==> config.mk <==
export PLATFORM = sky130hd
export DESIGN_NAME = vpd_window
export DESIGN_NICKNAME = d
export VERILOG_FILES = /design/src/rtl/core/vpd_window.sv
export SDC_FILE = /design/constraint.sdc
export NUM_CORES = 1
export LEC_CHECK = 0
export ABC_AREA = 1
export CAP_MARGIN = 0
export CORE_AREA = 5 5 124 213
export CTS_BUF_LIST = sky130_fd_sc_hd__clkbuf_4 sky130_fd_sc_hd__clkbuf_8
export CTS_CLUSTER_DIAMETER = 50
export DETAILED_ROUTE_END_ITERATION = 10
export DIE_AREA = 0 0 129 218
export DONT_BUFFER_PORTS = 1
export GPL_TIMING_DRIVEN = 0
export PLACE_DENSITY = 0.48
export SLEW_MARGIN = 15
export SYNTH_ARGS = -nofsm -noshare
export SYNTH_HDL_FRONTEND = slang
export SYNTH_SLANG_ARGS = --single-unit
==> constraint.sdc <==
create_clock -name clk -period 1.8 [get_ports clk]
set_input_delay 0.36 -clock clk [delete_from_list [all_inputs] [get_ports clk]]
set_output_delay 0.36 -clock clk [all_outputs]
set_load 0.05 [all_outputs]
==> src/rtl/core/vpd_window.sv <==
`timescale 1ns / 1ps

module vpd_window #(
    parameter int VW = 16,
    parameter int CW = 10,
    parameter int RW = 10
) (
    input  logic                 clk,
    input  logic                 rst_n,
    input  logic                 adv,
    input  logic                 has_result,
    input  logic [RW-1:0]        row,
    input  logic [CW-1:0]        col,
    input  logic signed [VW-1:0] above2,
    input  logic signed [VW-1:0] above1,
    input  logic signed [VW-1:0] value,
    output logic                 take,
    output logic                 out_valid,
    input  logic                 out_ready,
    output logic [RW-1:0]        centre_row,
    output logic [CW-1:0]        centre_column,
    output logic signed [VW-1:0] centre_value,
    output logic                 is_valley
);

    // window cells, [column][row], column 0 the oldest
    logic signed [VW-1:0] win_reg  [3][3];
    logic signed [VW-1:0] win_next [3][3];

    logic                 valid_reg;
    logic                 valid_next;
    logic [RW-1:0]        row_reg;
    logic [CW-1:0]        col_reg;
    logic signed [VW-1:0] centre_reg;
    logic                 valley_reg;
    logic                 valley_next;

    // shift in the new column
    always_comb
    begin
        for (int r = 0; r < 3; r++)
        begin
            win_next[0][r] = win_reg[1][r];
            win_next[1][r] = win_reg[2][r];
        end
        win_next[2][0] = above2;
        win_next[2][1] = above1;
        win_next[2][2] = value;
    end

    // all eight neighbors strictly above the centre
    always_comb
    begin
        valley_next = 1'b1;
        for (int c = 0; c < 3; c++)
        begin
            for (int r = 0; r < 3; r++)
            begin
                if (!(c == 1 && r == 1) && (win_next[c][r] <= win_next[1][1]))
                begin
                    valley_next = 1'b0;
                end
            end
        end
    end

    assign take = !valid_reg || out_ready;

    // output word valid
    always_comb
    begin
        valid_next = valid_reg;
        if (adv)
        begin
            valid_next = has_result;
        end
        else if (out_ready)
        begin
            valid_next = 1'b0;
        end
    end

    always_ff @(posedge clk or negedge rst_n)
    begin
        if (!rst_n)
        begin
            valid_reg <= 1'b0;
        end
        else
        begin
            valid_reg <= valid_next;
        end
    end

    // window and result payload
    always_ff @(posedge clk)
    begin
        if (adv)
        begin
            win_reg    <= win_next;
            row_reg    <= row - RW'(1);
            col_reg    <= col - CW'(1);
            centre_reg <= win_next[1][1];
            valley_reg <= valley_next;
        end
    end

    assign out_valid     = valid_reg;
    assign centre_row    = row_reg;
    assign centre_column = col_reg;
    assign centre_value  = centre_reg;
    assign is_valley     = valley_reg;

endmodule

==> run_results.csv, run 1 <==
group,metric,value,unit
global_routing,grt_pass1_vias,5519,
sta,max_slew_margin,66.66,%
floorplan,start_util,29.32,%
drt,postRouteAntennaNets,0,
cts,h-tree-depth,4,
global_routing,grt_pass1_wl,29.15,mm
sta,tns,-0.2882,ns
min_path,hp-class,"in -> reg",
placement,place.gp.congestion,0.7406,
finish,drive_gt1_share,23.18,%
drt,drtIter0Drc,138,
cts,cts_root_buf,"clkbuf_8",
flow_run,drv_cap,0,
synth,avgSynthCellArea,10.29,µm²
cts,cts_max_path_buffers,2,
drt,drc_errors,0,
synth,yosys_warnings,0,
status,outcome,"complete, but fails checks",
worst_setup_path,cp.arrival,2.40,ns
finish,n_antenna_cell,0,
global_routing,antenna_found_initial,0,
synth,syn_inst,699,
sta,worst_slack,-0.2882,ns
pwr,p_sw_share,29.12,%
global_routing,grt_overflow_total,0,
drt,routedWlPerCell,16.85,µm
synth,ys_seq_area_share,49.19,%
pwr,p_comb_share,21.5,%
synth,syn-num-nets,902,
drt,drt-vias-per-instance,4.548,
finish,syn_to_final_growth,33.61,%
drt,wl,18.93,mm
sta,hold_viol_final,0,
worst_setup_path,critPathLaunchType,"flop",
sta,clock.fmax,478.9,MHz
finish,final_common_cell,"nand2_1",
sta,grt_setup_unrepaired,"true",
floorplan,chipWidth,129,µm
finish,final_nets,1001,
synth,ys_seq_elements,118,
worst_setup_path,crit_type,"reg -> reg",
status,violations,"setup timing",
sta,tightest_slew,0.5011,ns
worst_setup_path,cp.required,2.11,ns
pwr,p_sw,2.290,mW
floorplan,die_h,218,µm
cts,cts_tree,"built",
placement,dp_hpwl,13.60,mm
placement,numPortBuffers,0,
floorplan,die-area,28120,µm²
synth,synth_cell_type_count,26,
pwr,clock_power_share,33.2,%
sta,period_share,116.0,%
floorplan,ioPinCount,112,
worst_setup_path,crit_fanout,7,
pwr,p_leak,3.935,nW
cts,numCtsBuffers,17,
finish,mostFrequentLayoutCells,"147 x nand2_1, 117 x edfxtp_1, 88 x ha_1",
synth,syn_area,7193,µm²
global_routing,track_usage,14.08,%
pwr,intPower,5.574,mW
floorplan,core_area,24530,µm²
worst_setup_path,crit_path_end_kind,"flop",
drt,vias,5107,
sta,period_minus_slack,2.088,ns
cts,cts_num_sinks,118,
pwr,ir_drop,0.0004518,V
drt,first_pass_iters,4,
sta,setup_violations,1,
sta,finalMaxSlewViolations,0,
sta,finClkSkew,0.007127,ns
cts,clk_pin_slew,0.07,ns
cts,clk_latency,0.45,ns
pwr,seq_power_share,45.3,%
placement,dp_slack,-0.5707,ns
pwr,powerDensity,818.3,nW/µm²
floorplan,rows,76,
global_routing,grt_max_degree,93,
==> worst paths after layout <==
kind / cells past startpoint / slack, ns / start / to
min: 0 / 0.07 / adv / centre_row[4]$_DFFE_PP_
max reg2reg: 15 / -0.29 / win_next[69]$_DFFE_PP_ / is_valley$_SDFFCE_PP0P_
min reg2reg: 0 / 0.46 / win_next[94]$_DFFE_PP_ / win_next[142]$_DFFE_PP_
min in group asynchronous: 1 / 0.11 / rst_n / out_valid$_DFFE_PN0P_
max: 15 / -0.29 / win_next[69]$_DFFE_PP_ / is_valley$_SDFFCE_PP0P_
max in group asynchronous: 1 / 1.57 / rst_n / out_valid$_DFFE_PN0P_
==> through the flow <==
step | utilization [%] | cells | hold slack [ns] | cell area (µm²) | total power, mW
after global routing | 39.17 | 1123 | 0.006464 | 9610 | 8.322
after global placement | 30.91 | 1011 | 0.06444 | 7584 | 4.796
after detailed placement | 30.91 | 1011 | 0.06444 | 7584 | 4.821
after floorplan | - | 699 | 0.06441 | 7193 | 4.482
after CTS | 38.78 | 1121 | 0.01289 | 9513 | 7.949
final | 39.17 | 1123 | 0.06531 | 9610 | 7.864
==> cell type report <==
class	count	area (µm²)
Timing Repair Buffer	80	868.3
Buffer	16	120.1
Inverter	72	321.6
Multi-Input combinational cell	493	3955
Clock buffer	20	256.5
Fill cell	2452	14920
Clock inverter	12	158.9
Sequential cell	118	3540
Tap cell	312	390.4
==> power by group through the flow <==
stage	registers, mW	logic (mW)	clock network [mW]
floorplan	3.55	0.934	0
global placement	3.59	1.21	0
detailed placement	3.59	1.23	0
CTS	3.57	1.68	2.70
global route	3.59	1.93	2.80
finish	3.56	1.69	2.61
==> critical path: stages (launching register included) <==
cell        delay (ns)
edfxtp_1          0.40
clkinvlp_4        0.12
buf_12            0.16
ha_4              0.26
nand2_1           0.08
nor2_4            0.15
inv_2             0.04
nor2_1            0.09
nand2_1           0.06
nand2_1           0.07
nor2_1            0.04
nand2_1           0.06
nand2_2           0.07
nor2_2            0.12
nand3_2           0.11
nor2_2            0.11
==> flip-flops by register name, summed over array words and instances, names as in the netlist <==
name and cells:
centre_column 10, centre_row 10, centre_value 16, is_valley 1
out_valid 1, win_next 80
==> cell families after synthesis <==
| group | after synthesis | synth area share [%] |
|---|---|---|
| xor+xnor | 16 | 1.948 |
| flops | 118 | 49.19 |
| fa+ha+maj | 130 | 22.61 |
| simple gates | 272 | 15.29 |
| compound gates | 75 | 5.531 |
| buf+inv | 88 | 5.427 |
==> per-layer routing <==
metal	global-route usage [%]	routed length [µm]
met3	4.314	962
met1	13.03	6446
met5	0	0
met2	27.58	10970
met4	5.746	550
==> synth_stat cells <==
| cell | instances | area share, % |
|---|---|---|
| clkinv_1 | 2 | 0.10 |
| nand2_1 | 165 | 8.6 |
| nand4_1 | 1 | 0.087 |
| nand3_1 | 15 | 1.0 |
| ha_1 | 130 | 23 |
| nor2_2 | 5 | 0.43 |
| o21bai_1 | 2 | 0.21 |
| inv_2 | 1 | 0.052 |
| nor3_1 | 6 | 0.42 |
| xnor2_1 | 8 | 0.97 |
| dfrtp_1 | 1 | 0.35 |
| nand2_2 | 3 | 0.26 |
| nor2_1 | 68 | 3.5 |
| o21a_1 | 2 | 0.21 |
| a21oi_1 | 50 | 3.5 |
| a21o_1 | 5 | 0.52 |
| inv_1 | 69 | 3.6 |
| edfxtp_1 | 117 | 49 |
| o21ai_0 | 13 | 0.90 |
| xor2_1 | 8 | 0.97 |
| or3_1 | 1 | 0.087 |
| o21ai_1 | 3 | 0.21 |
| nand3b_1 | 3 | 0.31 |
| nor3_2 | 1 | 0.14 |
| nor4_1 | 4 | 0.35 |
| buf_4 | 16 | 1.7 |
==> what timing repair did <==
item | CTS | global route
pin swaps | 36 | 17
endpoints found under the setup margin | 2 | 1
hold buffers | 51 | 0
gates resized for setup | 116 | 14
buffers inserted | 27 | 2
endpoints found under the hold margin | 76 | 0
Power figures use the tool's default switching activity.
==> inputs of run 2 (changes only) <==
--- a/config.mk
+++ b/config.mk
@@ -15,6 +15,7 @@
 export DONT_BUFFER_PORTS = 1
 export GPL_TIMING_DRIVEN = 0
 export PLACE_DENSITY = 0.48
+export SETUP_SLACK_MARGIN = 0.05
 export SLEW_MARGIN = 15
 export SYNTH_ARGS = -nofsm -noshare
 export SYNTH_HDL_FRONTEND = slang
==> run 2 against run 1 <==
Sequential share of layout area hardly changed. The flow still finishes with violations (setup timing). Combinational power is 3% higher. Critical path depth shrank 3. Critical path type unchanged. Highest routed layer unchanged. First-iteration DRC count increased by 22%.
==> run_results.csv, run 2 (synthesis results as in run 1) <==
group,metric,value,unit
min_path,hp-class,"in -> reg",
pwr,power,7.797,mW
worst_setup_path,rr_worst_depth,12,
pwr,powerDensity,811.1,nW/µm²
sta,worst_slack,-0.3196,ns
sta,tightest_slew,0.9032,ns
flow_run,drv_cap,0,
finish,multi_input_area,3998,µm²
sta,setup_violations,1,
global_routing,track_usage,14.22,%
sta,clock.fmax,471.8,MHz
finish,final_cells,1123,
pwr,p_comb_share,22.3,%
drt,vias,5143,
floorplan,rows,76,
global_routing,antenna_found_initial,0,
finish,largest_register_ffs,80,
min_path,hold_end,"centre_row[5]$_DFFE_PP_",
status,violations,"setup timing",
worst_setup_path,critPathTopFamily,"simple AND/OR/NAND/NOR gates",
worst_setup_path,critPathLaunchType,"flop",
finish,n_antenna_cell,0,
worst_setup_path,path_common_cell,"nand2_1",
min_path,holdPathStages,0,
sta,period_minus_slack,2.120,ns
finish,top_register,"win_next",
global_routing,grt_pass1_vias,5591,
pwr,p_sw_share,30.51,%
drt,postRouteAntennaNets,0,
min_path,min-delay-start,"adv",
cts,cts_root_buf,"clkbuf_8",
finish,drive_gt1_share,23.80,%
drt,drc_errors,0,
finish,fillers,2441,
sta,period_share,117.8,%
floorplan,start_util,29.32,%
worst_setup_path,r2r-start,"win_next[75]$_DFFE_PP_",
worst_setup_path,slowest_stage,"edfxtp_1",
finish,register_area,3540,µm²
worst_setup_path,crit_path_end_kind,"flop",
finish,design_area,9613,µm²
finish,final_nets,1001,
pwr,intPower,5.418,mW
sta,finalMaxSlewViolations,0,
pwr,ir_drop,0.0004206,V
worst_setup_path,regToRegSetupSlack,-0.32,ns
drt,wl,19.04,mm
pwr,clock_power_share,32.0,%
worst_setup_path,cp_cell_sequence,"clkinvlp_4, buf_12, ha_1, a21oi_1, o21ai_1, a21oi_1, nand2_1, nand2_1, nand2_1, nor2_2, nand3_2, nor2_4",
status,outcome,"complete, but fails checks",
cts,numCtsBuffers,17,
placement,dp_hpwl,13.60,mm
worst_setup_path,crit_type,"reg -> reg",
cts,cts_tree,"built",
sta,hold_viol_final,0,
sta,max_slew_margin,39.59,%
cts,cts_num_sinks,118,
worst_setup_path,crit_start,"win_next[75]$_DFFE_PP_",
floorplan,die-area,28120,µm²
cts,clk_pin_slew,0.07,ns
cts,h-tree-depth,4,
worst_setup_path,crit_fanout,6,
cts,cts_max_path_buffers,2,
cts,clk_latency,0.47,ns
sta,timing.hold.ws,0.05426,ns
pwr,p_leak,3.936,nW
finish,mostFrequentLayoutCells,"142 x nand2_1, 117 x edfxtp_1, 91 x ha_1",
worst_setup_path,cp.required,2.13,ns
placement,placed_area,7584,µm²
drt,drt-vias-per-instance,4.580,
pwr,p_sw,2.379,mW
worst_setup_path,r2r_end,"is_valley$_SDFFCE_PP0P_",
drt,drtIter0Drc,168,
placement,place.gp.congestion,0.7784,
worst_setup_path,crit_buf_inv,2,
finish,syn_to_final_growth,33.64,%
floorplan,chipWidth,129,µm
pwr,seq_power_share,45.6,%
placement,numPortBuffers,0,
floorplan,ioPinCount,112,
placement,dp.cells,1011,
floorplan,die_h,218,µm
finish,final_common_cell,"nand2_1",
drt,first_pass_iters,4,
floorplan,core_area,24530,µm²
worst_setup_path,cp.arrival,2.45,ns
global_routing,grt_pass1_wl,29.28,mm
worst_setup_path,cpPeakStageDelay,0.40,ns
sta,grt_setup_unrepaired,"true",
sta,finClkSkew,0.01157,ns
global_routing,grt_max_degree,94,
global_routing,grt_overflow_total,0,
drt,routedWlPerCell,16.96,µm
[run 2: changes by cell type in the layout (fill, tap and decap cells not counted), moves of 3 or more]
cell / change
nand2_4: +3
ha_1: +3
nor2_2: -5
ha_4: -3
a21oi_2: +5
nor2_4: +5
a21oi_1: -6
nand2_1: -5
[run 2: layout make-up]
type                    count  share of cell area [%]
clock inverters            13                   1.432
flip-flops and latches    118                   36.82
clock buffers              19                   2.590
inverters                  72                   3.319
well taps                 312                   4.061
repair buffers             80                   8.942
plain buffers              16                   1.250
multi-input cells         493                   41.59
[run 2: per-stage QoR]
| step | setup slack, ns | TNS (ns) | utilization [%] |
|---|---|---|---|
| 6_report | -0.3196 | -0.3196 | 39.18 |
| 5_1_grt | -0.4356 | -0.4356 | 39.18 |
| 4_1_cts | -0.3608 | -0.3608 | 37.52 |
| 3_5_place_dp | -0.6158 | -0.6158 | 30.91 |
| 3_3_place_gp | -0.6143 | -0.6143 | 30.91 |
| 2_1_floorplan | 0.08046 | 0 | - |
[run 2: worst max-delay path by stage]
stage	slack (ns)	end	cells past startpoint
after CTS	-0.36	is_valley$_SDFFCE_PP0P_	15
after global placement	-0.61	is_valley$_SDFFCE_PP0P_	10
final	-0.32	is_valley$_SDFFCE_PP0P_	12
after detailed placement	-0.62	is_valley$_SDFFCE_PP0P_	10
after global routing	-0.44	is_valley$_SDFFCE_PP0P_	14
after floorplan	0.08	is_valley$_SDFFCE_PP0P_	14
[run 2: repair_timing]
item | CTS | global route
buffers inserted | 22 | 6
hold endpoints to repair | 61 | 0
pin swaps | 33 | 32
hold buffers | 52 | 0
resized for setup | 89 | 58
endpoints found under the setup margin | 2 | 1
[run 2: layer usage]
layer	vias up	GRT usage (%)	wire length [µm]
li1	2601	-	-
met1	2402	13.16	6532
met2	111	27.75	10960
met3	29	3.578	875
met4	0	7.148	669
met5	-	0	0
[run 2: power by group through the flow]
stage                     logic [mW]  clock network (mW)  registers (mW)
final                           1.74                2.50            3.56
after CTS                       1.60                2.55            3.55
after detailed placement        1.24                   0            3.59
after global routing            1.97                2.67            3.58
after global placement          1.21                   0            3.58
after floorplan                0.934                   0            3.55
[run 2: worst register-to-register path: cells and delay by family (launching register included)]
family | cells | cell delay (ns)
DFF | 1 | 0.40
AOI/OAI and AO/OA | 3 | 0.49
adders and majority gates | 1 | 0.29
and+or+nand+nor | 6 | 0.54
buffers and inverters | 2 | 0.27
==> inputs of run 3 (changes only) <==
--- a/config.mk
+++ b/config.mk
@@ -14,7 +14,7 @@
 export DIE_AREA = 0 0 129 218
 export DONT_BUFFER_PORTS = 1
 export GPL_TIMING_DRIVEN = 0
-export PLACE_DENSITY = 0.48
+export PLACE_DENSITY = 0.46
 export SETUP_SLACK_MARGIN = 0.05
 export SLEW_MARGIN = 15
 export SYNTH_ARGS = -nofsm -noshare
==> constraint.sdc (replaced) <==
create_clock -name clk -period 2.4 [get_ports clk]
set_input_delay 0.48 -clock clk [delete_from_list [all_inputs] [get_ports clk]]
set_output_delay 0.48 -clock clk [all_outputs]
set_load 0.05 [all_outputs]
==> run 3 against run 2 <==
The run now ends clean. Largest cell class unchanged. Largest power group unchanged. Core utilization fell by 3.9 points. Clock-buffer cell count fell by 1. Critical path depth rose by 2. Clock power fell by 25%. First-iteration DRC count fell by 13%. Flip-flop and latch count did not move. Non-clock buffer count fell by 55. Global-route usage fell by 1.2 points. Critical path type unchanged.
==> run_results.csv, run 3 (synthesis results as in run 1) <==
group,metric,value,unit
worst_setup_path,cpPeakStageDelay,0.40,ns
global_routing,track_usage,12.99,%
pwr,p_leak,3.661,nW
drt,first_pass_iters,4,
global_routing,antenna_found_initial,0,
floorplan,rows,76,
finish,utilization,35.33,%
finish,mostFrequentLayoutCells,"157 x nand2_1, 117 x edfxtp_1, 109 x ha_1",
sta,grt_setup_unrepaired,"false",
sta,finClkSkew,0.008508,ns
placement,place.gp.congestion,0.7512,
finish,final_common_cell,"nand2_1",
sta,period_share,93.02,%
sta,finalMaxSlewViolations,0,
cts,cts_max_path_buffers,2,
pwr,p_sw,1.680,mW
worst_setup_path,crit_path_end_kind,"flop",
min_path,holdPathStages,0,
worst_setup_path,crit_buf_inv,2,
status,outcome,"finished clean",
pwr,p_comb_share,19.2,%
drt,postRouteAntennaNets,0,
floorplan,start_util,29.32,%
cts,clk_latency,0.46,ns
finish,drive_gt1_share,17.86,%
worst_setup_path,crit_start,"win_next[79]$_DFFE_PP_",
cts,cts_root_buf,"clkbuf_8",
worst_setup_path,path_depth,14,
worst_setup_path,regToRegSetupSlack,0.17,ns
flow_run,drv_cap,0,
sta,hold_viol_final,0,
worst_setup_path,cp.arrival,2.46,ns
pwr,power,5.606,mW
placement,dp_hpwl,13.60,mm
pwr,seq_power_share,47.4,%
floorplan,die-area,28120,µm²
worst_setup_path,cp-endpoint,"is_valley$_SDFFCE_PP0P_",
finish,syn_to_final_growth,20.51,%
worst_setup_path,crit_fanout,6,
floorplan,ioPinCount,112,
sta,tightest_slew,0.5133,ns
finish,fillers,2529,
worst_setup_path,slowest_stage,"edfxtp_1",
worst_setup_path,critPathTopFamily,"simple AND/OR/NAND/NOR gates",
drt,drtIter0Drc,147,
cts,clk_pin_slew,0.08,ns
finish,largest_register_ffs,80,
floorplan,die_h,218,µm
global_routing,grt_pass1_wl,26.70,mm
worst_setup_path,r2r-start,"win_next[79]$_DFFE_PP_",
placement,numPortBuffers,0,
min_path,hp-class,"in -> reg",
worst_setup_path,critPathLaunchType,"flop",
pwr,clock_power_share,33.4,%
global_routing,grt_overflow_total,0,
sta,setup_violations,0,
pwr,p_sw_share,29.97,%
finish,design_area,8668,µm²
floorplan,core_area,24530,µm²
drt,wl,17.67,mm
cts,h-tree-depth,4,
finish,final_nets,946,
sta,max_slew_margin,65.42,%
worst_setup_path,cp_cell_sequence,"clkinvlp_4, buf_4, ha_1, nand2_1, nor2_1, nand2_1, nor2_2, nor2_1, nand2_2, nor2_1, nand2_1, nor2_2, nand3_2, nor2_4",
sta,period_minus_slack,2.233,ns
cts,cts_num_sinks,118,
finish,top_register,"win_next",
worst_setup_path,r2r_end,"is_valley$_SDFFCE_PP0P_",
cts,cts_tree,"built",
worst_setup_path,cp.required,2.62,ns
pwr,intPower,3.926,mW
worst_setup_path,crit_type,"reg -> reg",
sta,clock.fmax,447.9,MHz
global_routing,grt_pass1_vias,4988,
cts,numCtsBuffers,17,
pwr,ir_drop,0.0004013,V
drt,vias,4825,
floorplan,chipWidth,129,µm
pwr,powerDensity,646.7,nW/µm²
worst_setup_path,rr_worst_depth,14,
sta,tns,0,ns
drt,drc_errors,0,
placement,placed_area,7584,µm²
global_routing,grt_max_degree,120,
drt,routedWlPerCell,16.53,µm
drt,drt-vias-per-instance,4.514,
[run 3: per-layer routing]
metal  global-route usage [%]  wire length (µm)  vias to the layer above
li1                         -                 -                     2484
met1                    11.32              5766                     2230
met2                    25.66             10310                       93
met3                    5.294              1157                       18
met4                    4.625               433                        0
met5                        0                 0                        -
[run 3: worst min path at each step]
stage / startpoint / to / slack (ns)
after global routing: above2[8] / win_next[88]$_DFFE_PP_ / 0.06
after detailed placement: rst_n / out_valid$_DFFE_PN0P_ / 0.18
after floorplan: rst_n / out_valid$_DFFE_PN0P_ / 0.18
after CTS: above1[11] / win_next[75]$_DFFE_PP_ / 0.07
after global placement: rst_n / out_valid$_DFFE_PN0P_ / 0.18
final: above2[9] / win_next[89]$_DFFE_PP_ / 0.11
[run 3: power by group through the flow]
stage	registers [mW]	logic, mW	clock network [mW]
after CTS	2.65	0.950	1.95
after floorplan	2.66	0.701	0
after global placement	2.69	0.913	0
after global routing	2.67	1.25	2.05
after detailed placement	2.69	0.927	0
final	2.66	1.08	1.87
[run 3: worst reg2reg max path, stage by stage, from the launching register on]
cell        delay, ns
edfxtp_1         0.40
clkinvlp_4       0.10
buf_4            0.19
ha_1             0.36
nand2_1          0.08
nor2_1           0.20
nand2_1          0.15
nor2_2           0.11
nor2_1           0.06
nand2_2          0.04
nor2_1           0.04
nand2_1          0.07
nor2_2           0.05
nand3_2          0.09
nor2_4           0.05
[run 3: final cells by class]
| type | instances | area, µm² | share of cell area (%) |
|---|---|---|---|
| well taps | 312 | 390.4 | 4.503 |
| flip-flops and latches | 118 | 3538 | 40.82 |
| repair buffers | 25 | 282.8 | 3.262 |
| clock inverters | 14 | 160.2 | 1.848 |
| plain buffers | 16 | 120.1 | 1.386 |
| multi-input cells | 493 | 3625 | 41.82 |
| clock buffers | 18 | 241.5 | 2.786 |
| inverters | 72 | 307.8 | 3.551 |
| diodes | 1 | 2.502 | 0.02887 |
[run 3: per-stage QoR]
stage                     worst slack [ns]  hold WS, ns  cells
after detailed placement          -0.07897       0.1844   1011
final                               0.1675       0.1056   1069
after CTS                          0.05940      0.07151   1049
after floorplan                     0.6456       0.1844    699
after global routing             0.0008409      0.05752   1068
after global placement            -0.04896       0.1844   1011
[run 3: what timing repair did]
item	CTS	global route
gates resized for setup	13	60
hold buffers	1	0
endpoints found under the setup margin	1	1
setup buffers	5	19
hold endpoints to repair	1	0
pin swaps	1	18
